<file path="src/hdl/bbc_ram.sv">
// ----------------------------------------------------------------------------
// bbc_ram
// Generic simple dual-port RAM, one write and one registered read port.
// ----------------------------------------------------------------------------
module bbc_ram #(
    parameter int WIDTH = 8,
    parameter int DEPTH = 256
) (
    input  logic                     aclk,
    input  logic                     we,
    input  logic [$clog2(DEPTH)-1:0] waddr,
    input  logic [WIDTH-1:0]         wdata,
    input  logic                     re,
    input  logic [$clog2(DEPTH)-1:0] raddr,
    output logic [WIDTH-1:0]         rdata
);

    logic [WIDTH-1:0] mem [DEPTH];

    always_ff @(posedge aclk) begin
        if (we) begin
            mem[waddr] <= wdata;
        end
        if (re) begin
            rdata <= mem[raddr];
        end
    end

endmodule

</file>
<file path="config.mk">
export PLATFORM = sky130hd
export DESIGN_NAME = bbc_ram
export DESIGN_NICKNAME = d
export VERILOG_FILES = /design/src/hdl/bbc_ram.sv
export SDC_FILE = /design/constraint.sdc
export NUM_CORES = 2
export LEC_CHECK = 0
export ABC_CLOCK_PERIOD_IN_PS = 5100
export BUFFER_PORTS_ARGS = -buffer_cell sky130_fd_sc_hd__buf_2
export CELL_PAD_IN_SITES_DETAIL_PLACEMENT = 1
export CELL_PAD_IN_SITES_GLOBAL_PLACEMENT = 1
export CORE_AREA = 2 2 458 506
export DETAILED_ROUTE_END_ITERATION = 6
export DIE_AREA = 0 0 460 508
export PLACE_DENSITY = 0.58
export RECOVER_POWER = 50
export SETUP_SLACK_MARGIN = 0.5
export SYNTH_ARGS = -nofsm -noshare
export SYNTH_HDL_FRONTEND = slang
export SYNTH_SLANG_ARGS = --single-unit
</file>
<file path="constraint.sdc">
create_clock -name aclk -period 5.1 [get_ports aclk]
set_input_delay 0 -clock aclk [delete_from_list [all_inputs] [get_ports aclk]]
set_output_delay 0 -clock aclk [all_outputs]
set_load 0.02 [all_outputs]
</file>
## Word level (Yosys, flattened, before mapping)

Memories as Yosys holds them, arrays and structs flattened. A register that Yosys moved wholly into a read port is not among the register bits.
Index checks and enable logic that the tools add are counted.

| operators by class | value |
|---|---|
| mux-type cells | 2 |

Operators by type and width:

| cell | number |
|---|---|
| two-way mux 1 bit | 2 |

| word-level totals | value |
|---|---|
| flip-flop bits (word level) | 0 |
| logic and storage cells | 3 |
| RAM bits | 2048 |
| output and inout port bits | 8 |
| memories kept | 1 |
| bits of input ports | 27 |

Memory list:

| memory | words | bits a word | read ports | clocked after Yosys merged registers in | write ports | RTL line | RTL |
|---|---|---|---|---|---|---|---|
| mem | 256 | 8 | 1 | 1 | 1 | 18 | `logic [WIDTH-1:0] mem [DEPTH];` |

## Depth between registers and ports, before layout

| depth | value |
|---|---|
| word-level depth | 2 |
| gate-level depth with buffers | 11 |
| depth with buffers taken out | 6 |

## Worst setup path before layout

OpenSTA, ideal clock, no wires.

| timing path | value |
|---|---|
| kind | input port to flip-flop |
| from | input port raddr[0] |
| to | register rdata[2], read port of mem (data pin) |
| slack | 3.024 ns |
| stages on the path | 9 |
| arrival time | 1.807 ns |
| setup time | 0.269 ns |
| path buffers | 4 |
| required time | 4.831 ns |
| path through | buf_6 -> buf_12 -> buf_8 -> buf_2 -> mux4_2 -> a22oi_1 -> a21oi_1 -> nor4_1 -> nor4_2 |

RTL lines:

| what | RTL line | RTL |
|---|---|---|
| from (decl) | 14 | `input logic [$clog2(DEPTH)-1:0] raddr,` |
| to (decl) | 15 | `output logic [WIDTH-1:0] rdata` |

## Worst setup path after layout

| timing path | value |
|---|---|
| from | input port wdata[2] |
| to | memory mem[230][2] (data pin) |

RTL lines:

| what | RTL line | RTL |
|---|---|---|
| from (decl) | 12 | `input logic [WIDTH-1:0] wdata,` |
| to (decl) | 18 |  |

No word-level cell before the write port.

==> metrics.txt <==
status complete, but fails checks; failing checks capacitance limit, slew limit; final non-filler cell total around 7000; Post-CTS Resized 0; Final Cycle Share 75.0%; Net count, final around 3900; GPL Wtd Cong between 0.7 and 0.8; CTS tree done; CP arrival roughly 4.3 ns; Leak 0.0273 uW; Fin Clk Skew a little under 0.04 ns; initial antenna violation count 15; worst vdd ir approximately 0.00030 V; dpl ws approximately 1.3 ns; Starting Density 34.8%; placed cell count approximately 6600; final wirelength 221000 um; Remaining Overflow, GRT 0; Reg power frac ~53%; Hold Path End mem[184][7]$_DFFE_PP_; Reg area roughly 0.06 sq mm; asr flop ratio synth 0%; kind of critical path in -> reg; dpl hpwl 135000 um; setup tns final 0 ns; post-route ant nets 0; H-Tree Depth 4; Slew Limit Fails between 800 and 900; min Tclk post-route around 3.8 ns; worst slew pin tran between 3 and 4 ns; Routed WL per cell roughly 31 um; commonest cells after routing, fill and taps aside 2056 x edfxtp_1, 454 x mux4_2, 279 x nor2_1, 215 x clkbuf_16, 134 x mux2i_1; overall routing resource usage a little under a fifth; highest cell delay on the worst timing path 2.46 ns; post-synthesis cell area approximately 0.08 sq mm; Max Clk Rate 261 MHz; IO buf count 34; starting DRC count in detailed routing around 3600; FP Rows about 190; net count after synthesis between 3000 and 4000; commonest non-fill, non-tap cell in the layout edfxtp_1; vias per cell roughly 5.5; worst path required time around 5.6 ns; CP Max Fanout 91; post-synthesis sequential area ratio a little under 80%; startpoint types primary input; number of synthesized flops with an enable pin between 2000 and 2500; worst-case reg-to-reg path depth 7; Pwr Density around 400 mW/mm^2; Largest delay share family, worst path buffers and inverters; first-pass GRT wire length around 320000 um; RR Startpoint mem[101][2]$_DFFE_PP_; DIE HEIGHT about 500 um; YS warnings 0; Reg2Reg Setup Slack 1.96 ns; Core Area 0.229 sq mm; distinct cell type count of the synthesized netlist 54; crit-path cells dlygate4sd3_1 -> clkbuf_1 -> buf_4; r2r endpoint rdata[2]$_DFFE_PP_; Setup-failing EPs final 0; Post-CTS Setup Bufs 0; largest net degree at the start of global routing about 170; Hold Path Cell Cnt 3; CP Buf/Inv Count 3; fillers ~22000; residual DRC count 0; Sink Count around 2000; DR pass1 iterations 5; root buffer cell clkbuf_16; endpoints failing hold 0; Slew HR -139%; Die Area roughly 0.23 sq mm; CP max stage cell clkbuf_1; Hold Buf Count CTS 14; clk slew on worst S/H paths ~0.060 ns; element type at the critical path end flop; io pins 35; #FFs+latches synth between 2000 and 2500; cells after synthesis approximately 3700; Syn Area/Cell approximately 21 sq um; worst hold path type in -> reg; fraction of layout cells with a size suffix above 1 between 20% and 30%; vias in the first global route just over 40000; hold_sp we; Post-Route Utilization approximately two fifths; Post-synth top flop edfxtp_1; Area Overhead vs Synth 13.0%; Clk pwr share 42.4%; smallest setup slack after layout 1.27 ns; via count just under 40000; RSZ-0062 raised after global routing false; maxcap violations 10; sw power about 7700 uW; chip width 460 um; Worst-Skew Late Latency around 0.86 ns; Clock Path Buffers 3; CP startpoint wdata[2]; internal cell power approximately 28000 uW; combinational fraction of design power 4.8%; overall power 35400 uW; multi-input logic area ~0.017 sq mm; Sw Ratio a little over a fifth; CTS buffer count ~210
metal layers:
metal / part of all wire [%] / vias to the layer above / GRT usage (%)
li1: - / 16000 / -
met1: 42 / 21400 / 25.5
met2: 50 / 1080 / 31.7
met3: 4.5 / 292 / 2.55
met4: 3.2 / 0 / 5.90
met5: 0 / - / 0
sequential cells by signal (all words and copies together) (netlist names):
register and flops:
mem 2048, rdata 8
how the worst max path moves through the flow:
stage / end / depth (start not counted)
finish: mem[230][2]$_DFFE_PP_ / 3
global placement: rdata[7]$_DFFE_PP_ / 8
detailed placement: rdata[7]$_DFFE_PP_ / 8
CTS: rdata[2]$_DFFE_PP_ / 7
floorplan: rdata[2]$_DFFE_PP_ / 9
global route: mem[230][2]$_DFFE_PP_ / 3
cells by family after synthesis:
kind of cell,Yosys count,share of synthesized area [%]
AO/OA/AOI/OAI,385,3.42
buffers and inverters,235,1.83
flip-flops,2056,77.5
multiplexers,591,14.6
AND/OR/NAND/NOR,466,2.63
cell type report:
type                            instances  area share, %
Sequential cell                      2056           68.6
Multi-Input combinational cell       1442           18.3
Clock buffer                          267           6.19
Tap cell                             2992           4.16
Timing Repair Buffer                  166           1.53
Clock inverter                        115           1.16
Antenna cell                            6         0.0167
Inverter                                2        0.00834
power groups by stage:
stage          combinational (uW)  clock, uW  sequential [uW]
6_report                     1720      15000            18700
5_1_grt                      1820      15900            18700
4_1_cts                      1760      15300            18700
3_5_place_dp                 1750          0            19000
3_3_place_gp                 1720          0            19000
2_1_floorplan                 905          0            19000
tightest hold or removal path: stages:
cell     delay [ns]
buf_2          0.24
nand3_1        0.17
nor2_1         0.25
through the flow:
stage,area (sq um),hold WS [ns]
after floorplan,79600,0.0989
after global placement,83300,0.469
after detailed placement,83300,0.469
after CTS,90100,0.0197
after global routing,90000,0.116
final,90000,0.0862
cell usage after synthesis, types with 3 or more instances:
master	n	area [sq um]
and2_1	6	37.5
buf_4	27	203
nand3_1	34	170
o21ai_0	10	50.1
o221ai_1	46	403
nand4_1	10	62.6
nor2b_1	31	194
a211oi_1	16	120
buf_6	21	236
buf_2	31	155
o22ai_1	28	175
a21oi_1	96	480
mux4_2	454	10200
nor4_1	24	150
buf_8	13	195
buf_1	22	82.6
a22oi_1	133	998
o32ai_1	4	35.0
buf_12	8	160
nor4_2	3	37.5
edfxtp_1	2056	61700
nand2_1	33	124
o22a_1	5	43.8
nor3_1	22	110
a22o_1	8	70.1
a221oi_1	13	114
clkbuf_1	111	417
o211ai_1	10	75.1
or2_2	4	25.0
nor2_1	282	1060
mux2i_1	134	1340
nand2b_1	8	50.1
(Power assumes the default switching activity.)
