<file path="src/hdl/bbc_pkg.sv">
// ----------------------------------------------------------------------------
// bbc_pkg
// Shared constants and types of the 5x5 box blur core.
// ----------------------------------------------------------------------------
package bbc_pkg;

    localparam int MAX_WIDTH  = 1024;
    localparam int MAX_HEIGHT = 4096;
    localparam int ROW_SLOTS  = 8;

    localparam int PIX_W   = 8;
    localparam int COL_W   = 10;
    localparam int ROW_W   = 12;
    localparam int CFGW_W  = 11;
    localparam int CFGH_W  = 13;
    localparam int SLOT_W  = 3;
    localparam int ADDR_W  = SLOT_W + COL_W;
    localparam int DEPTH   = ROW_SLOTS * MAX_WIDTH;
    localparam int SUM_W   = 13;
    localparam int CFG_IDX_W = 8;
    localparam int CFG_DAT_W = 13;

    // divide by 25: multiply by 5243 then shift right by 17 (exact for sums <= 6375)
    localparam int RECIP_W  = 13;
    localparam int PROD_W   = SUM_W + RECIP_W;
    localparam logic [RECIP_W-1:0] RECIP = 13'd5243;
    localparam int RECIP_SH = 17;

    // register indexes
    localparam logic [CFG_IDX_W-1:0] REG_IMAGE_WIDTH  = 8'd0;
    localparam logic [CFG_IDX_W-1:0] REG_IMAGE_HEIGHT = 8'd1;

    localparam logic [CFGW_W-1:0] DEF_WIDTH  = 11'd640;
    localparam logic [CFGH_W-1:0] DEF_HEIGHT = 13'd480;

    // accumulator control from the sequencer
    typedef struct packed {
        logic clr;   // first read of a window
        logic take;  // a read was issued this cycle
        logic mul;   // scale the finished sum
    } acc_ctl_t;

endpackage

</file>
<file path="src/hdl/bbc_sum.sv">
// ----------------------------------------------------------------------------
// bbc_sum
// Window accumulator and divide-by-25 scaler.
// ----------------------------------------------------------------------------
module bbc_sum (
    input  logic                       aclk,
    input  logic                       aresetn,
    input  bbc_pkg::acc_ctl_t          ctl,
    input  logic [bbc_pkg::PIX_W-1:0]  rdata,
    output logic [bbc_pkg::PIX_W-1:0]  quot
);

    logic                        take_reg;
    logic [bbc_pkg::SUM_W-1:0]   acc_reg;
    logic [bbc_pkg::SUM_W-1:0]   acc_next;
    logic [bbc_pkg::PROD_W-1:0]  prod_reg;

    // read data lands in the cycle after the read
    always_ff @(posedge aclk) begin
        if (!aresetn) begin
            take_reg <= 1'b0;
        end else begin
            take_reg <= ctl.take;
        end
    end

    // accumulate
    always_comb begin
        acc_next = acc_reg;
        if (ctl.clr) begin
            acc_next = '0;
        end else if (take_reg) begin
            acc_next = acc_reg + {{(bbc_pkg::SUM_W-bbc_pkg::PIX_W){1'b0}}, rdata};
        end
    end

    // full-width product of sum and reciprocal
    always_ff @(posedge aclk) begin
        acc_reg <= acc_next;
        if (ctl.mul) begin
            prod_reg <= {{bbc_pkg::RECIP_W{1'b0}}, acc_reg}
                      * {{bbc_pkg::SUM_W{1'b0}}, bbc_pkg::RECIP};
        end
    end

    assign quot = prod_reg[bbc_pkg::RECIP_SH +: bbc_pkg::PIX_W];

endmodule

</file>
<file path="config.mk">
export PLATFORM = sky130hd
export DESIGN_NAME = bbc_sum
export DESIGN_NICKNAME = d
export VERILOG_FILES = /design/src/hdl/bbc_pkg.sv /design/src/hdl/bbc_sum.sv
export SDC_FILE = /design/constraint.sdc
export NUM_CORES = 1
export LEC_CHECK = 0
export BUFFER_PORTS_ARGS = -buffer_cell sky130_fd_sc_hd__buf_2
export CAP_MARGIN = 20
export CORE_MARGIN = 2
export CORE_UTILIZATION = 52
export DETAILED_ROUTE_END_ITERATION = 10
export GPL_ROUTABILITY_DRIVEN = 0
export GPL_TIMING_DRIVEN = 1
export PLACE_DENSITY = 0.69
export SLEW_MARGIN = 0
export SYNTH_ARGS = -nofsm -noshare
export SYNTH_HDL_FRONTEND = slang
export SYNTH_SLANG_ARGS = --single-unit
</file>
<file path="constraint.sdc">
create_clock -name aclk -period 4.94 [get_ports aclk]
set_input_delay 0.741 -clock aclk [delete_from_list [all_inputs] [get_ports aclk]]
set_output_delay 0.741 -clock aclk [all_outputs]
set_load 0.1 [all_outputs]
</file>
### Yosys cells after proc, flatten, opt, wreduce, memory -nomap -nowiden

Cells that the tools add are included.
W data, S select, Z words.

| operators by class | value |
|---|---|
| $mul | 1 |
| add/subtract/negate cells | 1 |

Operators with widths:

| cell | count |
|---|---|
| $mul A13 B13 Y25 const B | 1 |
| $add A13 B8 Y13 | 1 |

| word-level totals | value |
|---|---|
| input bits | 13 |
| logic and storage cells | 5 |
| bits in registers | 39 |
| output and inout port bits | 8 |

### Longest topological paths before layout

Gate-level depths: netlist of run 1.

| depth | value |
|---|---|
| word-level depth | 1 |
| mapped depth | 18 |
| gate-level depth less buffers | 18 |

### Worst setup path before layout of run 1

Ideal clock, no wire load.

| path | value |
|---|---|
| kind | register to register |
| from | register acc_reg[10] (netlist bit) |
| to | register prod_reg[24] (netlist bit), data pin |
| setup time | 0.261 ns |
| arrival | 4.259 ns |
| clock period less this slack | 4.520 ns |
| path buffers | 0 |
| stages on the path, launching flop included | 14 |
| setup slack | 0.420 ns |
| required time | 4.679 ns |
| cells stage by stage | dfxtp_1 -> fa_1 -> ha_1 -> fa_1 -> fa_1 -> inv_1 -> fa_1 -> inv_1 -> ha_1 -> a211oi_1 -> nor2_1 -> o41ai_4 -> a21oi_1 -> a311o_1 |

| on the way | value |
|---|---|
| longest elaborated chain between the ends | 1 |

RTL lines:

| element | RTL line | source |
|---|---|---|
| start, declared | bbc_sum.sv:14 | `logic [bbc_pkg::SUM_W-1:0] acc_reg;` |
| start signal, assigned | bbc_sum.sv:39 | `acc_reg <= acc_next;` |
| $mul A13 B13 Y25 | bbc_sum.sv:42 | `* {{bbc_pkg::SUM_W{1'b0}}, bbc_pkg::RECIP};` |
| end signal, assigned | bbc_sum.sv:41 | `prod_reg <= {{bbc_pkg::RECIP_W{1'b0}}, acc_reg}` |
| end, declared | bbc_sum.sv:16 | `logic [bbc_pkg::PROD_W-1:0] prod_reg;` |

Every way passes these cells.
A chain may end at the register's enable or synchronous reset.

### Worst setup path after layout of run 1

| path | value |
|---|---|
| from | register acc_reg[7] (netlist bit) |
| to | register prod_reg[24] (netlist bit), data pin |

The elaborated chain is that of the path after synthesis.

==> results of run 1 <==
==> logic make-up (layout without fill, tap and decap cells) <==
group | count (synthesis) | in the layout | synth area share
and+or+nand+nor | 66 | 66 | 0.0823
AOI/OAI and AO/OA | 59 | 59 | 0.0969
xor gates and xnor gates | 16 | 16 | 0.0327
DFF | 22 | 22 | 0.121
adders and majority gates | 158 | 158 | 0.561
buffers and inverters | 101 | 129 | 0.0885
muxes | 7 | 7 | 0.0169
==> layout make-up <==
type | instances | area (um^2) | share of cell area
Multi-Input combinational cell | 306 | 3390 | 0.731
Sequential cell | 22 | 526 | 0.114
Inverter | 98 | 368 | 0.0795
Timing Repair Buffer | 27 | 153 | 0.0330
Tap cell | 105 | 131 | 0.0284
Clock buffer | 4 | 66.3 | 0.0143
==> stage by stage <==
step                      hold slack, ns   util  std cells
after floorplan                    0.534      -        429
after global placement             0.550  0.563        558
after detailed placement           0.562  0.563        558
after CTS                          0.573  0.571        562
after global routing               0.605  0.572        562
final                              0.574  0.572        562
==> power groups by stage <==
stage | Sequential (mW) | Clock [mW] | Combinational (mW)
4_1_cts | 0.215 | 0.162 | 0.479
3_5_place_dp | 0.219 | 0 | 0.474
5_1_grt | 0.218 | 0.166 | 0.544
3_3_place_gp | 0.219 | 0 | 0.458
6_report | 0.215 | 0.159 | 0.470
2_1_floorplan | 0.253 | 0 | 0.319
==> per-layer routing <==
layer / global-route usage / part of all wire / up-vias
met5: 0 / 0 / -
met4: 0.0471 / 0.010 / 0
met3: 0.0192 / 0.024 / 6
met2: 0.335 / 0.48 / 35
met1: 0.299 / 0.49 / 1400
li1: - / - / 1497
==> cells in the final DEF (no fill, tap or decap), types with 2 or more instances in the layout <==
cell,instances
nor3_1,3
nand3_1,9
and2_1,2
mux2i_1,5
nor2b_1,3
a31oi_1,3
dfxtp_2,4
o21a_1,2
buf_4,7
nor2_1,20
a211oi_1,6
nand4_1,4
ha_1,101
xnor2_1,13
and3_1,3
a21oi_1,13
or3_1,4
edfxtp_1,8
buf_2,20
inv_1,98
o211ai_1,2
a21o_1,7
o311ai_0,2
clkbuf_8,3
mux2_2,2
dfxtp_1,10
fa_1,57
o21ai_0,13
nor3b_1,2
and4_1,3
nand2b_1,2
xor2_1,3
nand2_1,6
==> worst paths after layout <==
check | startpoint | end | cells after the start
worst max register to register | acc_reg[7] | prod_reg[24] | 13
worst min-delay path | acc_reg[4] | acc_reg[4] | 2
worst max-delay path | acc_reg[7] | prod_reg[24] | 13
worst min register to register | acc_reg[4] | acc_reg[4] | 2
==> worst max-delay path: stages (launching register included) <==
cell	delay, ns
dfxtp_1	0.62
ha_1	0.36
fa_1	0.47
fa_1	0.50
inv_1	0.05
fa_1	0.46
fa_1	0.55
inv_1	0.04
ha_1	0.32
and4_1	0.22
a31oi_1	0.28
a21o_1	0.17
a21oi_1	0.06
a311o_1	0.31
==> results.cfg, run 1 <==
[drt]
via_count = 2938
ant_nets = 0
via_per_inst = 5.23
drt_first_pass_iters = 6
wl_per_cell_um = 14.9
drtIter0Drc = 101
drt-total-wl_mm = 8.39
drc = 0

[clock_network]
cts_tree = done
post_cts_buffers = 0
clk_path_buf_depth = 2
cts_buffers = 3
clk_latency_ns = 0.28
ctsHoldBuffers = 0
cts_root_buf = clkbuf_8
cts.sinks = 22
h-tree-depth = 1
cts_resized = 0
path_clk_slew_ns = 0.10

[final_layout]
antennaDiodeCount = 0
final_nets = 629
syn_to_final_growth_pct = 8.03
final_layout_size_suffix_gt1_frac = 0.0941
fillers = 735
largest_register_ffs = 13
design_area_um2 = 4630

[synthesis]
synth_area_leader_cell = ha_1
ys_warn_count = 0
synth_area_um2 = 4290
ys.flop_type = dfxtp_1
ys_seq_elements = 22
synth.most_common_cell = ha_1
ys_seq_area_frac = 0.121
synthDistinctLibCells = 47
async_flop_share = 0
syn_nets = 600
synth_area_leaders = ha_1, fa_1, inv_1
synthCells = 429
syn_area_per_cell_um2 = 9.99
synth_edf_count = 8
synth_top_area_frac = 0.295
synth_common_cells = ha_1, inv_1, fa_1

[timing]
max_freq_mhz = 214
finalSetupViolCount = 0
maxSlewHeadroom = 0.564
period_minus_slack_ns = 4.67
skew_ns = 0.0129
worstMarginPinSlew_ns = 0.652
fin_ws_ns = 0.269
fin_crit_sh = 0.946
hold_viol = 0
rsz0062_at_grt = false
slew_viol_final = 0
setup_tns_ns = 0

[place]
dpl.hpwl_mm = 7.34
place_area_um2 = 4560
portBuffers = 20
place_ws_ns = 0.203

[setup_path]
reg2reg_setup_slack_ns = 0.27
crit_path_max_fanout = 8
worstPathArrival_ns = 4.70
start_kind = flip-flop
required_ns = 4.97
crit_path_end_kind = flip-flop
crit_type = flip-flop to flip-flop

[pwr]
comb_power_share = 0.557
peakVddDrop_v = 0.0000932
pwr-share-seq = 0.255
powerDensity_nw_per_um2 = 182
power_frac_clock = 0.188
p_leak_nw = 2.65
p_switching_uw = 370
p_sw_frac = 0.439
p_int_uw = 473
power.total_uw = 843

[floorplanning]
rows = 33
dieArea_um2 = 8980
core_region_area_um2 = 8090
fp.dieW_um = 94.8
fp.dieH_um = 94.8
initial_utilization = 0.530
ios = 21

[min_path]
hp-class = flip-flop to flip-flop

[outcome]
outcome = finished, final reports clean

[global_routing]
grt_pass1_vias = 2998
gr-total-overflow = 0
grt_first_pass_wirelength_mm = 14.4
grt_max_degree = 21
antenna_found_initial = 0
grt_use_total = 0.206

[flow_run]
drv_cap = 0
(Power assumes the default switching activity.)
==> run 2: changes to the inputs <==
ABC_AREA = 1   (was not set)
==> results.cfg, run 2 <==
[outcome]
outcome = finished, final reports clean

[floorplanning]
fp.dieW_um = 98.1
fp.dieH_um = 98.1
initial_utilization = 0.533
rows = 34
core_region_area_um2 = 8640
dieArea_um2 = 9630
ios = 21

[place]
place_ws_ns = 0.418
place_area_um2 = 4830
portBuffers = 20
dpl.hpwl_mm = 8.59

[synthesis]
synth_top_area_frac = 0.274
ys_warn_count = 0
synth_top_family_by_area = adder cells
synth_simple_gate_area_frac = 0.157
ys_seq_area_frac = 0.113
ys.flop_type = dfxtp_1
synth_area_leaders = ha_1, fa_1, inv_1
ys_seq_elements = 22
synth_edf_count = 8
synth_common_cells = inv_1, ha_1, nand2_1
synth-adder-area-share = 0.522
synthCells = 564
syn_area_per_cell_um2 = 8.17
syn_nets = 735
async_flop_share = 0
synth_area_leader_cell = ha_1
synth.most_common_cell = inv_1
synthMuxAreaShare = 0
synth_area_um2 = 4610
synthDistinctLibCells = 28
synth-compound-area-share = 0.0744
synth-xor-area-share = 0.0152

[timing]
rsz0062_at_grt = false
period_minus_slack_ns = 4.56
finalSetupViolCount = 0
fin_ws_ns = 0.378
slew_viol_final = 0
maxSlewHeadroom = 0.659
fin_crit_sh = 0.924
hold_viol = 0
max_freq_mhz = 219
setup_tns_ns = 0
skew_ns = 0.00306
holdWs_ns = 0.637
worstMarginPinSlew_ns = 0.511

[global_routing]
grt_first_pass_wirelength_mm = 16.5
grt_use_total = 0.209
antenna_found_initial = 0
use_met1 = 0.300
grt_pass1_vias = 3611
use_met3 = 0.0186
gr-total-overflow = 0
grt_max_degree = 14
use_met2 = 0.350
top_usage_layer = met2

[pwr]
power_frac_clock = 0.163
powerDensity_nw_per_um2 = 203
peakVddDrop_v = 0.000168
p_sw_frac = 0.484
pwr-share-seq = 0.215
p_switching_uw = 481
p_int_uw = 513
comb_power_share = 0.623
power.total_uw = 994
p_leak_nw = 2.92

[drt]
wl_per_cell_um = 13.7
ant_nets = 0
drc = 0
via_count = 3611
drt-total-wl_mm = 9.51
via_per_inst = 5.19
drt_first_pass_iters = 5
drtIter0Drc = 133

[setup_path]
critPathBufInv = 2
crit_chain = ha_1 > fa_1 > fa_1 > inv_1 > fa_1 > fa_1 > inv_1 > ha_1 > a21oi_1 > o21ai_0 > nand2_1 > nand2_1 > nand2_1 > nand3_1 > nand2_1 > nand2_1
crit_path_end_kind = flip-flop
critPathMaxStageDelay_ns = 0.65
crit_path_max_fanout = 10
start_kind = flip-flop
worst_path_most_repeated_cell = nand2_1
r2r-start = acc_reg[10]
cp-startpoint = acc_reg[10]
slowest_stage = dfxtp_1
critPathTopFamily = adder cells
worstPathArrival_ns = 4.61
required_ns = 4.98
crit_type = flip-flop to flip-flop

[final_layout]
fillers = 817
final_layout_size_suffix_gt1_frac = 0.0578
regArea_um2 = 520
largest_register_ffs = 13
final_common_cell = inv_1
syn_to_final_growth_pct = 6.41
design_area_um2 = 4900
final_cell_mix = inv_1, ha_1, nand2_1
antennaDiodeCount = 0
multi_input_area_um2 = 3540
final_nets = 760

[clock_network]
cts_resized = 0
clk_path_buf_depth = 2
cts_tree = done
path_clk_slew_ns = 0.10
post_cts_buffers = 0
ctsHoldBuffers = 0
clk_latency_ns = 0.27
cts.sinks = 22
h-tree-depth = 1
cts_root_buf = clkbuf_8
cts_buffers = 3

[min_path]
hp-start = ctl[1]
hp-class = primary input to flip-flop

[flow_run]
drv_cap = 0
## run 2: area by class of cell
| type | count | share of cell area |
|---|---|---|
| multi-input combinational | 402 | 0.723 |
| sequential | 22 | 0.106 |
| inverter | 137 | 0.105 |
| tap | 108 | 0.0276 |
| timing repair buffer | 23 | 0.0250 |
| clock buffer | 4 | 0.0135 |
## run 2: through the flow
stage / util / std cells
after floorplan: - / 564
after global placement: 0.560 / 692
after detailed placement: 0.560 / 692
after CTS: 0.568 / 696
after global routing: 0.568 / 696
final: 0.568 / 696
## run 2: per-layer routing
metal  part of all wire  wire length [um]
met4              0.013               121
met1               0.48              4580
met5                  0                 0
met2               0.47              4470
met3              0.035               332
## run 2: kinds of logic after synthesis
logic type,count (synthesis)
adders and majority gates,158
xor gates and xnor gates,8
and+or+nand+nor,173
DFF,22
AOI/OAI and AO/OA,63
buffers and inverters,140
## run 2: final timing paths
check,cells after the start,slack (ns),to
setup / recovery,16,0.38,prod_reg[24]
hold / removal,3,0.64,take_reg
setup reg to reg,16,0.38,prod_reg[24]
hold reg to reg,4,0.64,acc_reg[6]
## run 2: power groups by stage
stage               registers [mW]  clock network [mW]  logic (mW)
finish                       0.214               0.162       0.619
global route                 0.216               0.167       0.722
CTS                          0.214               0.165       0.627
detailed placement           0.218                   0       0.623
global placement             0.218                   0       0.608
floorplan                    0.249                   0       0.447
## run 2: worst register-to-register path, stage by stage (launching register included)
cell	delay, ns
dfxtp_1	0.65
ha_1	0.38
fa_1	0.52
fa_1	0.53
inv_1	0.05
fa_1	0.47
fa_1	0.54
inv_1	0.04
ha_1	0.33
a21oi_1	0.22
o21ai_0	0.20
nand2_1	0.10
nand2_1	0.05
nand2_1	0.08
nand3_1	0.07
nand2_1	0.06
nand2_1	0.05
