--- config.mk ---
export PLATFORM = sky130hd
export DESIGN_NAME = bbc_ctrl
export DESIGN_NICKNAME = d
export VERILOG_FILES = /design/src/hdl/bbc_pkg.sv /design/src/hdl/bbc_ctrl.sv
export SDC_FILE = /design/constraint.sdc
export NUM_CORES = 1
export LEC_CHECK = 0
export BUFFER_PORTS_ARGS = -buffer_cell sky130_fd_sc_hd__buf_2
export CAP_MARGIN = 5
export CORE_MARGIN = 5
export CORE_UTILIZATION = 60
export CTS_CLUSTER_DIAMETER = 200
export DETAILED_ROUTE_END_ITERATION = 8
export GPL_TIMING_DRIVEN = 0
export PLACE_DENSITY = 0.82
export SLEW_MARGIN = 20
export SYNTH_ARGS = -nofsm -noshare
export SYNTH_HDL_FRONTEND = slang
export SYNTH_SLANG_ARGS = --single-unit
--- constraint.sdc ---
create_clock -name aclk -period 8.9 [get_ports aclk]
set_clock_uncertainty 0.1 [all_clocks]
set_input_delay 0.445 -clock aclk [delete_from_list [all_inputs] [get_ports aclk]]
set_output_delay 0.445 -clock aclk [all_outputs]
set_load 0.05 [all_outputs]
--- src/hdl/bbc_pkg.sv ---
// ----------------------------------------------------------------------------
// bbc_pkg
// Shared constants and types of the 5x5 box blur core.
// ----------------------------------------------------------------------------
package bbc_pkg;

    localparam int MAX_WIDTH  = 1024;
    localparam int MAX_HEIGHT = 4096;
    localparam int ROW_SLOTS  = 8;

    localparam int PIX_W   = 8;
    localparam int COL_W   = 10;
    localparam int ROW_W   = 12;
    localparam int CFGW_W  = 11;
    localparam int CFGH_W  = 13;
    localparam int SLOT_W  = 3;
    localparam int ADDR_W  = SLOT_W + COL_W;
    localparam int DEPTH   = ROW_SLOTS * MAX_WIDTH;
    localparam int SUM_W   = 13;
    localparam int CFG_IDX_W = 8;
    localparam int CFG_DAT_W = 13;

    // divide by 25: multiply by 5243 then shift right by 17 (exact for sums <= 6375)
    localparam int RECIP_W  = 13;
    localparam int PROD_W   = SUM_W + RECIP_W;
    localparam logic [RECIP_W-1:0] RECIP = 13'd5243;
    localparam int RECIP_SH = 17;

    // register indexes
    localparam logic [CFG_IDX_W-1:0] REG_IMAGE_WIDTH  = 8'd0;
    localparam logic [CFG_IDX_W-1:0] REG_IMAGE_HEIGHT = 8'd1;

    localparam logic [CFGW_W-1:0] DEF_WIDTH  = 11'd640;
    localparam logic [CFGH_W-1:0] DEF_HEIGHT = 13'd480;

    // accumulator control from the sequencer
    typedef struct packed {
        logic clr;   // first read of a window
        logic take;  // a read was issued this cycle
        logic mul;   // scale the finished sum
    } acc_ctl_t;

endpackage

--- src/hdl/bbc_ctrl.sv ---
// ----------------------------------------------------------------------------
// bbc_ctrl
// Sequencer: frame position, release window, line store addressing, output word.
// ----------------------------------------------------------------------------
module bbc_ctrl (
    input  logic                           aclk,
    input  logic                           aresetn,
    input  logic                           s_valid,
    output logic                           s_ready,
    input  logic [bbc_pkg::PIX_W-1:0]      s_pixel_value,
    output logic                           m_valid,
    input  logic                           m_ready,
    output logic [bbc_pkg::PIX_W-1:0]      m_blurred_value,
    output logic [bbc_pkg::COL_W-1:0]      m_out_column,
    output logic [bbc_pkg::ROW_W-1:0]      m_out_row,
    output logic                           m_run_end,
    input  logic                           cfg_valid,
    output logic                           cfg_ready,
    input  logic [bbc_pkg::CFG_IDX_W-1:0]  cfg_index,
    input  logic [bbc_pkg::CFG_DAT_W-1:0]  cfg_data,
    output logic                           mem_we,
    output logic [bbc_pkg::ADDR_W-1:0]     mem_waddr,
    output logic [bbc_pkg::PIX_W-1:0]      mem_wdata,
    output logic                           mem_re,
    output logic [bbc_pkg::ADDR_W-1:0]     mem_raddr,
    output bbc_pkg::acc_ctl_t              acc_ctl,
    input  logic [bbc_pkg::PIX_W-1:0]      quot
);

    localparam logic [2:0] ST_IDLE = 3'd0;
    localparam logic [2:0] ST_RD   = 3'd1;
    localparam logic [2:0] ST_FIN  = 3'd2;
    localparam logic [2:0] ST_MUL  = 3'd3;
    localparam logic [2:0] ST_LOAD = 3'd4;
    localparam logic [2:0] ST_OUT  = 3'd5;

    localparam logic [2:0] TAP_LAST = 3'd4;

    logic [2:0] state_reg, state_next;

    logic [bbc_pkg::CFGW_W-1:0] wcfg_reg, wcfg_next;
    logic [bbc_pkg::CFGH_W-1:0] hcfg_reg, hcfg_next;
    logic [bbc_pkg::COL_W-1:0]  col_reg, col_next;
    logic [bbc_pkg::ROW_W-1:0]  row_reg, row_next;

    logic [bbc_pkg::COL_W-1:0]  x_reg, x_next, xlo_reg, xlo_next, xhi_reg, xhi_next;
    logic [bbc_pkg::ROW_W-1:0]  y_reg, y_next, yhi_reg, yhi_next;
    logic [2:0]                 dx_reg, dx_next, dy_reg, dy_next;
    logic                       mval_reg, mval_next;
    logic [bbc_pkg::PIX_W-1:0]  mpix_reg;
    logic [bbc_pkg::COL_W-1:0]  mcol_reg;
    logic [bbc_pkg::ROW_W-1:0]  mrow_reg;
    logic                       mend_reg;

    logic [bbc_pkg::CFGW_W-1:0] w_eff;
    logic [bbc_pkg::CFGH_W-1:0] h_eff;
    logic [bbc_pkg::COL_W-1:0]  wm1;
    logic [bbc_pkg::ROW_W-1:0]  hm1;
    logic                       last_col, last_row, col_ok, row_ok;
    logic                       s_acc, cfg_acc, win_last;
    logic [bbc_pkg::COL_W:0]    tx, txm;
    logic [bbc_pkg::ROW_W:0]    ty, tym;
    logic [bbc_pkg::COL_W-1:0]  cx;
    logic [bbc_pkg::ROW_W-1:0]  cy;

    // effective frame size: zero acts as one, large values saturate
    always_comb begin
        if (wcfg_reg == '0) begin
            w_eff = bbc_pkg::CFGW_W'(1);
        end else if (wcfg_reg > bbc_pkg::CFGW_W'(bbc_pkg::MAX_WIDTH)) begin
            w_eff = bbc_pkg::CFGW_W'(bbc_pkg::MAX_WIDTH);
        end else begin
            w_eff = wcfg_reg;
        end
        if (hcfg_reg == '0) begin
            h_eff = bbc_pkg::CFGH_W'(1);
        end else if (hcfg_reg > bbc_pkg::CFGH_W'(bbc_pkg::MAX_HEIGHT)) begin
            h_eff = bbc_pkg::CFGH_W'(bbc_pkg::MAX_HEIGHT);
        end else begin
            h_eff = hcfg_reg;
        end
    end

    assign wm1 = bbc_pkg::COL_W'(w_eff - 1'b1);
    assign hm1 = bbc_pkg::ROW_W'(h_eff - 1'b1);

    assign last_col = (col_reg == wm1);
    assign last_row = (row_reg == hm1);
    assign col_ok   = last_col || (col_reg >= bbc_pkg::COL_W'(2));
    assign row_ok   = last_row || (row_reg >= bbc_pkg::ROW_W'(2));

    assign s_ready   = (state_reg == ST_IDLE) && !cfg_valid;
    assign cfg_ready = (state_reg == ST_IDLE);
    assign s_acc     = s_valid && s_ready;
    assign cfg_acc   = cfg_valid && cfg_ready;
    assign win_last  = (x_reg == xhi_reg) && (y_reg == yhi_reg);

    // line store write of the incoming pixel
    assign mem_we    = s_acc;
    assign mem_waddr = {row_reg[bbc_pkg::SLOT_W-1:0], col_reg};
    assign mem_wdata = s_pixel_value;

    // neighbour address with clamping to the frame
    always_comb begin
        tx  = {1'b0, x_reg} + {{(bbc_pkg::COL_W-2){1'b0}}, dx_reg};
        ty  = {1'b0, y_reg} + {{(bbc_pkg::ROW_W-2){1'b0}}, dy_reg};
        txm = tx - 2'd2;
        tym = ty - 2'd2;
        if (tx < 2'd2) begin
            cx = '0;
        end else if (txm > {1'b0, wm1}) begin
            cx = wm1;
        end else begin
            cx = txm[bbc_pkg::COL_W-1:0];
        end
        if (ty < 2'd2) begin
            cy = '0;
        end else if (tym > {1'b0, hm1}) begin
            cy = hm1;
        end else begin
            cy = tym[bbc_pkg::ROW_W-1:0];
        end
    end

    assign mem_re    = (state_reg == ST_RD);
    assign mem_raddr = {cy[bbc_pkg::SLOT_W-1:0], cx};

    assign acc_ctl.clr  = (state_reg == ST_RD) && (dx_reg == '0) && (dy_reg == '0);
    assign acc_ctl.take = (state_reg == ST_RD);
    assign acc_ctl.mul  = (state_reg == ST_MUL);

    // sequencer
    always_comb begin
        state_next = state_reg;
        wcfg_next  = wcfg_reg;
        hcfg_next  = hcfg_reg;
        col_next   = col_reg;
        row_next   = row_reg;
        x_next     = x_reg;
        y_next     = y_reg;
        xlo_next   = xlo_reg;
        xhi_next   = xhi_reg;
        yhi_next   = yhi_reg;
        dx_next    = dx_reg;
        dy_next    = dy_reg;
        mval_next  = mval_reg;
        unique case (state_reg)
            ST_IDLE: begin
                if (cfg_acc) begin
                    if (cfg_index == bbc_pkg::REG_IMAGE_WIDTH) begin
                        wcfg_next = cfg_data[bbc_pkg::CFGW_W-1:0];
                        col_next  = '0;
                        row_next  = '0;
                    end else if (cfg_index == bbc_pkg::REG_IMAGE_HEIGHT) begin
                        hcfg_next = cfg_data;
                        col_next  = '0;
                        row_next  = '0;
                    end
                end else if (s_acc) begin
                    // release window of this pixel
                    xlo_next = (col_reg >= bbc_pkg::COL_W'(2)) ? col_reg - 2'd2 : '0;
                    xhi_next = last_col ? wm1 : col_reg - 2'd2;
                    yhi_next = last_row ? hm1 : row_reg - 2'd2;
                    x_next   = (col_reg >= bbc_pkg::COL_W'(2)) ? col_reg - 2'd2 : '0;
                    y_next   = (row_reg >= bbc_pkg::ROW_W'(2)) ? row_reg - 2'd2 : '0;
                    dx_next  = '0;
                    dy_next  = '0;
                    if (col_ok && row_ok) begin
                        state_next = ST_RD;
                    end
                    // advance raster position
                    if (last_col) begin
                        col_next = '0;
                        row_next = last_row ? '0 : row_reg + 1'b1;
                    end else begin
                        col_next = col_reg + 1'b1;
                    end
                end
            end
            ST_RD: begin
                if (dx_reg == TAP_LAST) begin
                    dx_next = '0;
                    if (dy_reg == TAP_LAST) begin
                        dy_next    = '0;
                        state_next = ST_FIN;
                    end else begin
                        dy_next = dy_reg + 1'b1;
                    end
                end else begin
                    dx_next = dx_reg + 1'b1;
                end
            end
            ST_FIN: begin
                state_next = ST_MUL;
            end
            ST_MUL: begin
                state_next = ST_LOAD;
            end
            ST_LOAD: begin
                mval_next  = 1'b1;
                state_next = ST_OUT;
            end
            ST_OUT: begin
                if (m_ready) begin
                    mval_next = 1'b0;
                    if (win_last) begin
                        state_next = ST_IDLE;
                    end else begin
                        state_next = ST_RD;
                        if (x_reg == xhi_reg) begin
                            x_next = xlo_reg;
                            y_next = y_reg + 1'b1;
                        end else begin
                            x_next = x_reg + 1'b1;
                        end
                    end
                end
            end
            default: begin
                state_next = ST_IDLE;
            end
        endcase
    end

    // control state
    always_ff @(posedge aclk) begin
        if (!aresetn) begin
            state_reg <= ST_IDLE;
            wcfg_reg  <= bbc_pkg::DEF_WIDTH;
            hcfg_reg  <= bbc_pkg::DEF_HEIGHT;
            col_reg   <= '0;
            row_reg   <= '0;
            dx_reg    <= '0;
            dy_reg    <= '0;
            mval_reg  <= 1'b0;
        end else begin
            state_reg <= state_next;
            wcfg_reg  <= wcfg_next;
            hcfg_reg  <= hcfg_next;
            col_reg   <= col_next;
            row_reg   <= row_next;
            dx_reg    <= dx_next;
            dy_reg    <= dy_next;
            mval_reg  <= mval_next;
        end
    end

    // window coordinates and output word
    always_ff @(posedge aclk) begin
        x_reg   <= x_next;
        y_reg   <= y_next;
        xlo_reg <= xlo_next;
        xhi_reg <= xhi_next;
        yhi_reg <= yhi_next;
        if (state_reg == ST_LOAD) begin
            mpix_reg <= quot;
            mcol_reg <= x_reg;
            mrow_reg <= y_reg;
            mend_reg <= win_last;
        end
    end

    assign m_valid         = mval_reg;
    assign m_blurred_value = mpix_reg;
    assign m_out_column    = mcol_reg;
    assign m_out_row       = mrow_reg;
    assign m_run_end       = mend_reg;

endmodule

== Yosys cells after proc, flatten, opt, wreduce, memory -nomap -nowiden ==
Cells that the tools add are included.

* Register bits after elaboration: 141
* Bits in latches: 0
* Memory bits (writable): 0
* Memory bits (read-only): 0
* Bits of input ports: 42
* Memories kept: 0

* $add $sub $neg: 14
* Multiply operators: 0
* Div/mod/pow operators: 0
* Order comparisons: 8
* Equality and inequality tests: 21
* Shift-type cells: 0
* Multiplexer cells: 52
* Bitwise logic cells: 2
* Reductions and logical operators: 32

{| class="wikitable"
|+ Operators by type and width
! cell !! number
|-
| $mux 12 || 15
|-
| $mux 10 || 16
|-
| $mux 3 || 13
|-
| $add 12x1->12 const B || 2
|-
| $eq 12x12->1 || 2
|-
| $pmux 12 s2 || 1
|-
| $add 10x1->10 const B || 2
|-
| $eq 10x10->1 || 2
|-
| $pmux 10 s2 || 1
|-
| $pmux 3 s6 || 1
|-
| $add 12x3->13 || 1
|-
| $gt 13x12->1 || 1
|-
| $gt 13x13->1 const B || 1
|-
| $logic_not 13->1 || 1
|-
| $lt 13x2->1 const B || 1
|-
| $sub 13x2->13 const B || 1
|-
| $eq 3x3->1 const B || 4
|-
| $ge 12x2->1 const B || 1
|-
| $pmux 3 s2 || 2
|-
| $reduce_and 3->1 || 4
|-
| $reduce_and 4->1 || 3
|-
| $reduce_and 6->1 || 2
|-
| $sub 12x1->12 const B || 1
|-
| $sub 12x2->12 const B || 1
|-
| 27 further kinds || 50
|}

== Longest topological paths before layout ==
* Depth in word-level cells: 11
* Mapped depth: 21
* Mapped depth without buffers: 20

== Worst setup path before layout ==
OpenSTA, ideal clock, no wires.

* Kind: reg-to-output
* Start: reg x_reg[0] in the netlist's numbering
* End: out mem_raddr[0] in the netlist's numbering
* Arrival: 4.828 ns
* Required time: 8.355 ns
* Path slack: 3.527 ns
* Stages on the path, launching flop included: 19
* Path buffers: 0
* Path through: edfxtp_1 -> ha_1 -> inv_1 -> fa_1 -> nand2b_1 -> nor2b_1 -> nor4b_1 -> a31o_2 -> nand2_1 -> o41ai_1 -> xnor2_1 -> inv_1 -> ha_1 -> a211oi_1 -> a211o_1 -> a31oi_1 -> a311oi_2 -> nor2_1 -> a211oi_1

* Cells in the longest elaborated chain, start to end: 5
* Elaborated cells on any way between the ends: 6
* Classes of those cells: add/sub: 2; order compare: 2; mux: 2

{| class="wikitable"
|+ RTL lines
! what !! RTL line !! source
|-
| start, declared || bbc_ctrl.sv:46 || <nowiki>logic [bbc_pkg::COL_W-1:0] x_reg, x_next, xlo_reg, xlo_next, xhi_reg, xhi_next;</nowiki>
|-
| start signal, assigned || bbc_ctrl.sv:250 || <nowiki>x_reg <= x_next;</nowiki>
|-
| $add 10x3->11 (*) || bbc_ctrl.sv:105 || <nowiki>tx = {1'b0, x_reg} + {{(bbc_pkg::COL_W-2){1'b0}}, dx_reg};</nowiki>
|-
| $sub 11x2->11 || bbc_ctrl.sv:107 || <nowiki>txm = tx - 2'd2;</nowiki>
|-
| $gt 11x10->1 || bbc_ctrl.sv:111 || <nowiki>end else if (txm > {1'b0, wm1}) begin</nowiki>
|-
| $mux 10 || bbc_ctrl.sv:111 ||
|-
| $mux 10 (*) || bbc_ctrl.sv:109 || <nowiki>if (tx < 2'd2) begin</nowiki>
|-
| end, declared || bbc_ctrl.sv:25 || <nowiki>output logic [bbc_pkg::ADDR_W-1:0] mem_raddr,</nowiki>
|}

Every way passes the cells marked *; elsewhere a longest branch is shown, timed or not.

== Worst setup path in the final report ==
* Start: reg x_reg[0] in the netlist's numbering
* End: out mem_raddr[8] in the netlist's numbering

The elaborated chain is that of the path after synthesis.

==> flow_summary.toml <==
[worst_setup_path]
ff2ff_setup_slack_ns = 4.64
crit_required_ns = 8.36
r2r_start = "wcfg_reg[10]"
r2r_cells = 15
cp-end-kind = "output port"
crit_buf_inv = 4
crit_family = "compound AO/OA/AOI/OAI gates"
critical-path-slowest-cell = "a311oi_2"
worstReg2RegEnd = "row_reg[7]"
cp-start-kind = "flip-flop"
crit_type = "flip-flop to output port"
worstPathCellList = "ha_1, inv_1, fa_1, nand2b_1, nor2b_1, nor4b_1, a31o_2, nand2_1, o41ai_1, xnor2_1, inv_1, ha_1, a211oi_1, a211o_1, a31oi_1, a311oi_2, buf_2, nand2_1, a21oi_1, buf_2"
max_stage_delay_ns = 0.58
worstPathArrival_ns = 5.47
path_max_fanout = 10

[cts]
clockBufferDepth = 2
postCtsHoldBufs = 0
cts.sinks = 141
cts_buffers = 17
cts_setup_buffers = 0
clkSlewWorstSetupHoldPaths_ns = 0.06
ctsResizeCount = 0
h-tree-depth = 4
clock-root-buffer = "clkbuf_16"
tritoncts = "built"
insertion_delay_ns = 0.43

[timing]
setup_violations = 0
finalCritPeriodShare_pct = 67.62
finalSetupTns_ns = 0
max_freq_ghz = 0.1662
hold_viol = 0
relSlewSlack_pct = 39.93
tightest_slew_ns = 0.8929
fin_crit_ns = 6.018
report.final.slew_viol_count = 0
rsz0062_at_grt = "false"

[final_layout]
synthToLayoutAreaGrowth_pct = 14.36
nets = 1290
stdcell_area_sq_um = 11270
finalNonFillerCells = 1431
largest_reg_flops = 13
n_fill_cell = 1275
diodes = 0
layout-drive-gt1-share_pct = 17.12

[routing]
ant_nets = 0
via_per_inst = 6.066
remaining_drc_errors = 0
num_vias = 8680
drt-initial-drc-count = 926
wl_mm = 25.55
wl_per_cell_um = 17.85
dr.pass1.iters = 5

[logic_synthesis]
syn_inst = 1075
yosys.area.top_type_share_pct = 25.90
synth_edf_count = 85
ys_types = 84
synthTopCellsByArea = "edfxtp_1, dfxtp_1, xnor2_1, ha_1, mux2i_1"
syn-cell-area_sq_um = 9856
ys.flop_type = "edfxtp_1"
avgSynthCellArea_sq_um = 9.168
synth_nets = 1163
synth-seq-area-share_pct = 37.27
post-synth-top-count-cell = "nand2_1"
synth_common_cells = "nand2_1, edfxtp_1, nor2_1, xnor2_1, dfxtp_1"
synth_seq_cells = 141
async_flop_share_pct = 0
post-synth-top-area-cell = "edfxtp_1"
ys_warn_count = 0

[pwr]
p_leak_nw = 4.384
power_mw = 1.780
ir_drop_mv = 0.1390
power_density_nw_per_um2 = 157.9

[placement]
numPortBuffers = 106
place.gp.congestion = 0.8922
placed_cell_area_sq_um = 10700
post-dp-hpwl_mm = 19.30
dp_cells = 1399

[global_routing]
antenna_found_initial = 0
grt_max_degree = 33
grt_overflow = 0
grt_first_pass_wirelength_mm = 41.70
grt_pass1_vias = 8212
gr-usage-all-layers_pct = 26.56

[die]
start_util_pct = 61.60
core-area_sq_um = 16000
die_h_um = 138.2
row_count = 46
io_pins = 115
die_area_sq_um = 19090
fp.dieW_um = 138.2

[hold_path]
hp-class = "primary input to flip-flop"
whs_endpoint = "m_blurred_value[2]"
hp-start = "quot[2]"
min_path_cells = 1

[job]
drv_cap = 0

[outcome]
status = "completed"
[per-layer routing]
layer / routed length [um] / track usage [%]
met1: 11220 / 38.01
met2: 11310 / 40.39
met3: 2481 / 6.034
met4: 537 / 8.008
met5: 0 / 0
[worst register-to-register path: stages (launching register included)]
cell	delay [ns]
dfxtp_1	0.40
buf_1	0.39
inv_1	0.25
nand2_1	0.21
ha_1	0.17
buf_4	0.16
nor3b_2	0.38
o221ai_1	0.18
a311o_1	0.38
a2111oi_4	0.25
nand4_1	0.20
nor4b_4	0.46
o21ai_1	0.15
buf_2	0.21
o21ai_1	0.15
o41ai_1	0.09
[cells in the final DEF (no fill, tap or decap), types with 12 or more instances in the layout]
cell	instances
a21oi_1	42
buf_4	18
o31ai_1	12
clkbuf_16	17
and2_1	13
inv_1	41
mux2i_1	44
nand2_1	93
ha_1	44
xor2_1	40
and3_1	16
o21ai_1	14
buf_2	120
edfxtp_1	85
nor2b_1	32
dfxtp_1	56
nor2_1	76
clkbuf_1	40
o21ai_0	41
nor3_1	30
nand3_1	38
xnor2_1	68
a211oi_1	12
o21a_1	12
nand4_1	24
nor4_1	13
[layout make-up]
class / instances / area [sq um] / area share [%]
plain buffers: 75 / 370.4 / 3.286
clock buffers: 18 / 429.2 / 3.808
clock inverters: 14 / 137.6 / 1.221
inverters: 43 / 161.4 / 1.432
multi-input cells: 816 / 5663 / 50.24
flip-flops and latches: 141 / 3674 / 32.59
well taps: 216 / 270.3 / 2.398
repair buffers: 108 / 565.5 / 5.018
[worst max path at each step]
stage / startpoint / end / slack, ns / depth (start not counted)
2_1_floorplan: x_reg[0] / mem_raddr[0] / 3.53 / 18
3_3_place_gp: x_reg[0] / mem_raddr[7] / 3.48 / 20
3_5_place_dp: y_reg[0] / mem_raddr[10] / 3.47 / 19
4_1_cts: x_reg[0] / mem_raddr[8] / 2.99 / 20
5_1_grt: x_reg[0] / mem_raddr[8] / 2.53 / 20
6_report: x_reg[0] / mem_raddr[8] / 2.88 / 20
[cells by family after synthesis]
family	share of synthesized area [%]
simple gates	22.29
compound gates	14.30
flops	37.27
buf+inv	5.395
xor+xnor	10.05
mux	4.697
fa+ha+maj	5.992
[power by group]
group	leakage, nW	switching, mW	internal [mW]
combinational	2.92	0.246	0.116
clock	0.277	0.292	0.390
sequential	1.19	0.0205	0.716
[per-stage QoR]
stage	hold slack [ns]	utilization, %	worst slack, ns
3_5_place_dp	0.3264	66.90	3.474
2_1_floorplan	0.3206	-	3.527
3_3_place_gp	0.3280	66.60	3.479
5_1_grt	0.07550	70.44	2.534
6_report	0.08991	70.44	2.882
4_1_cts	0.07702	70.44	2.991
(Power assumes the default switching activity.)
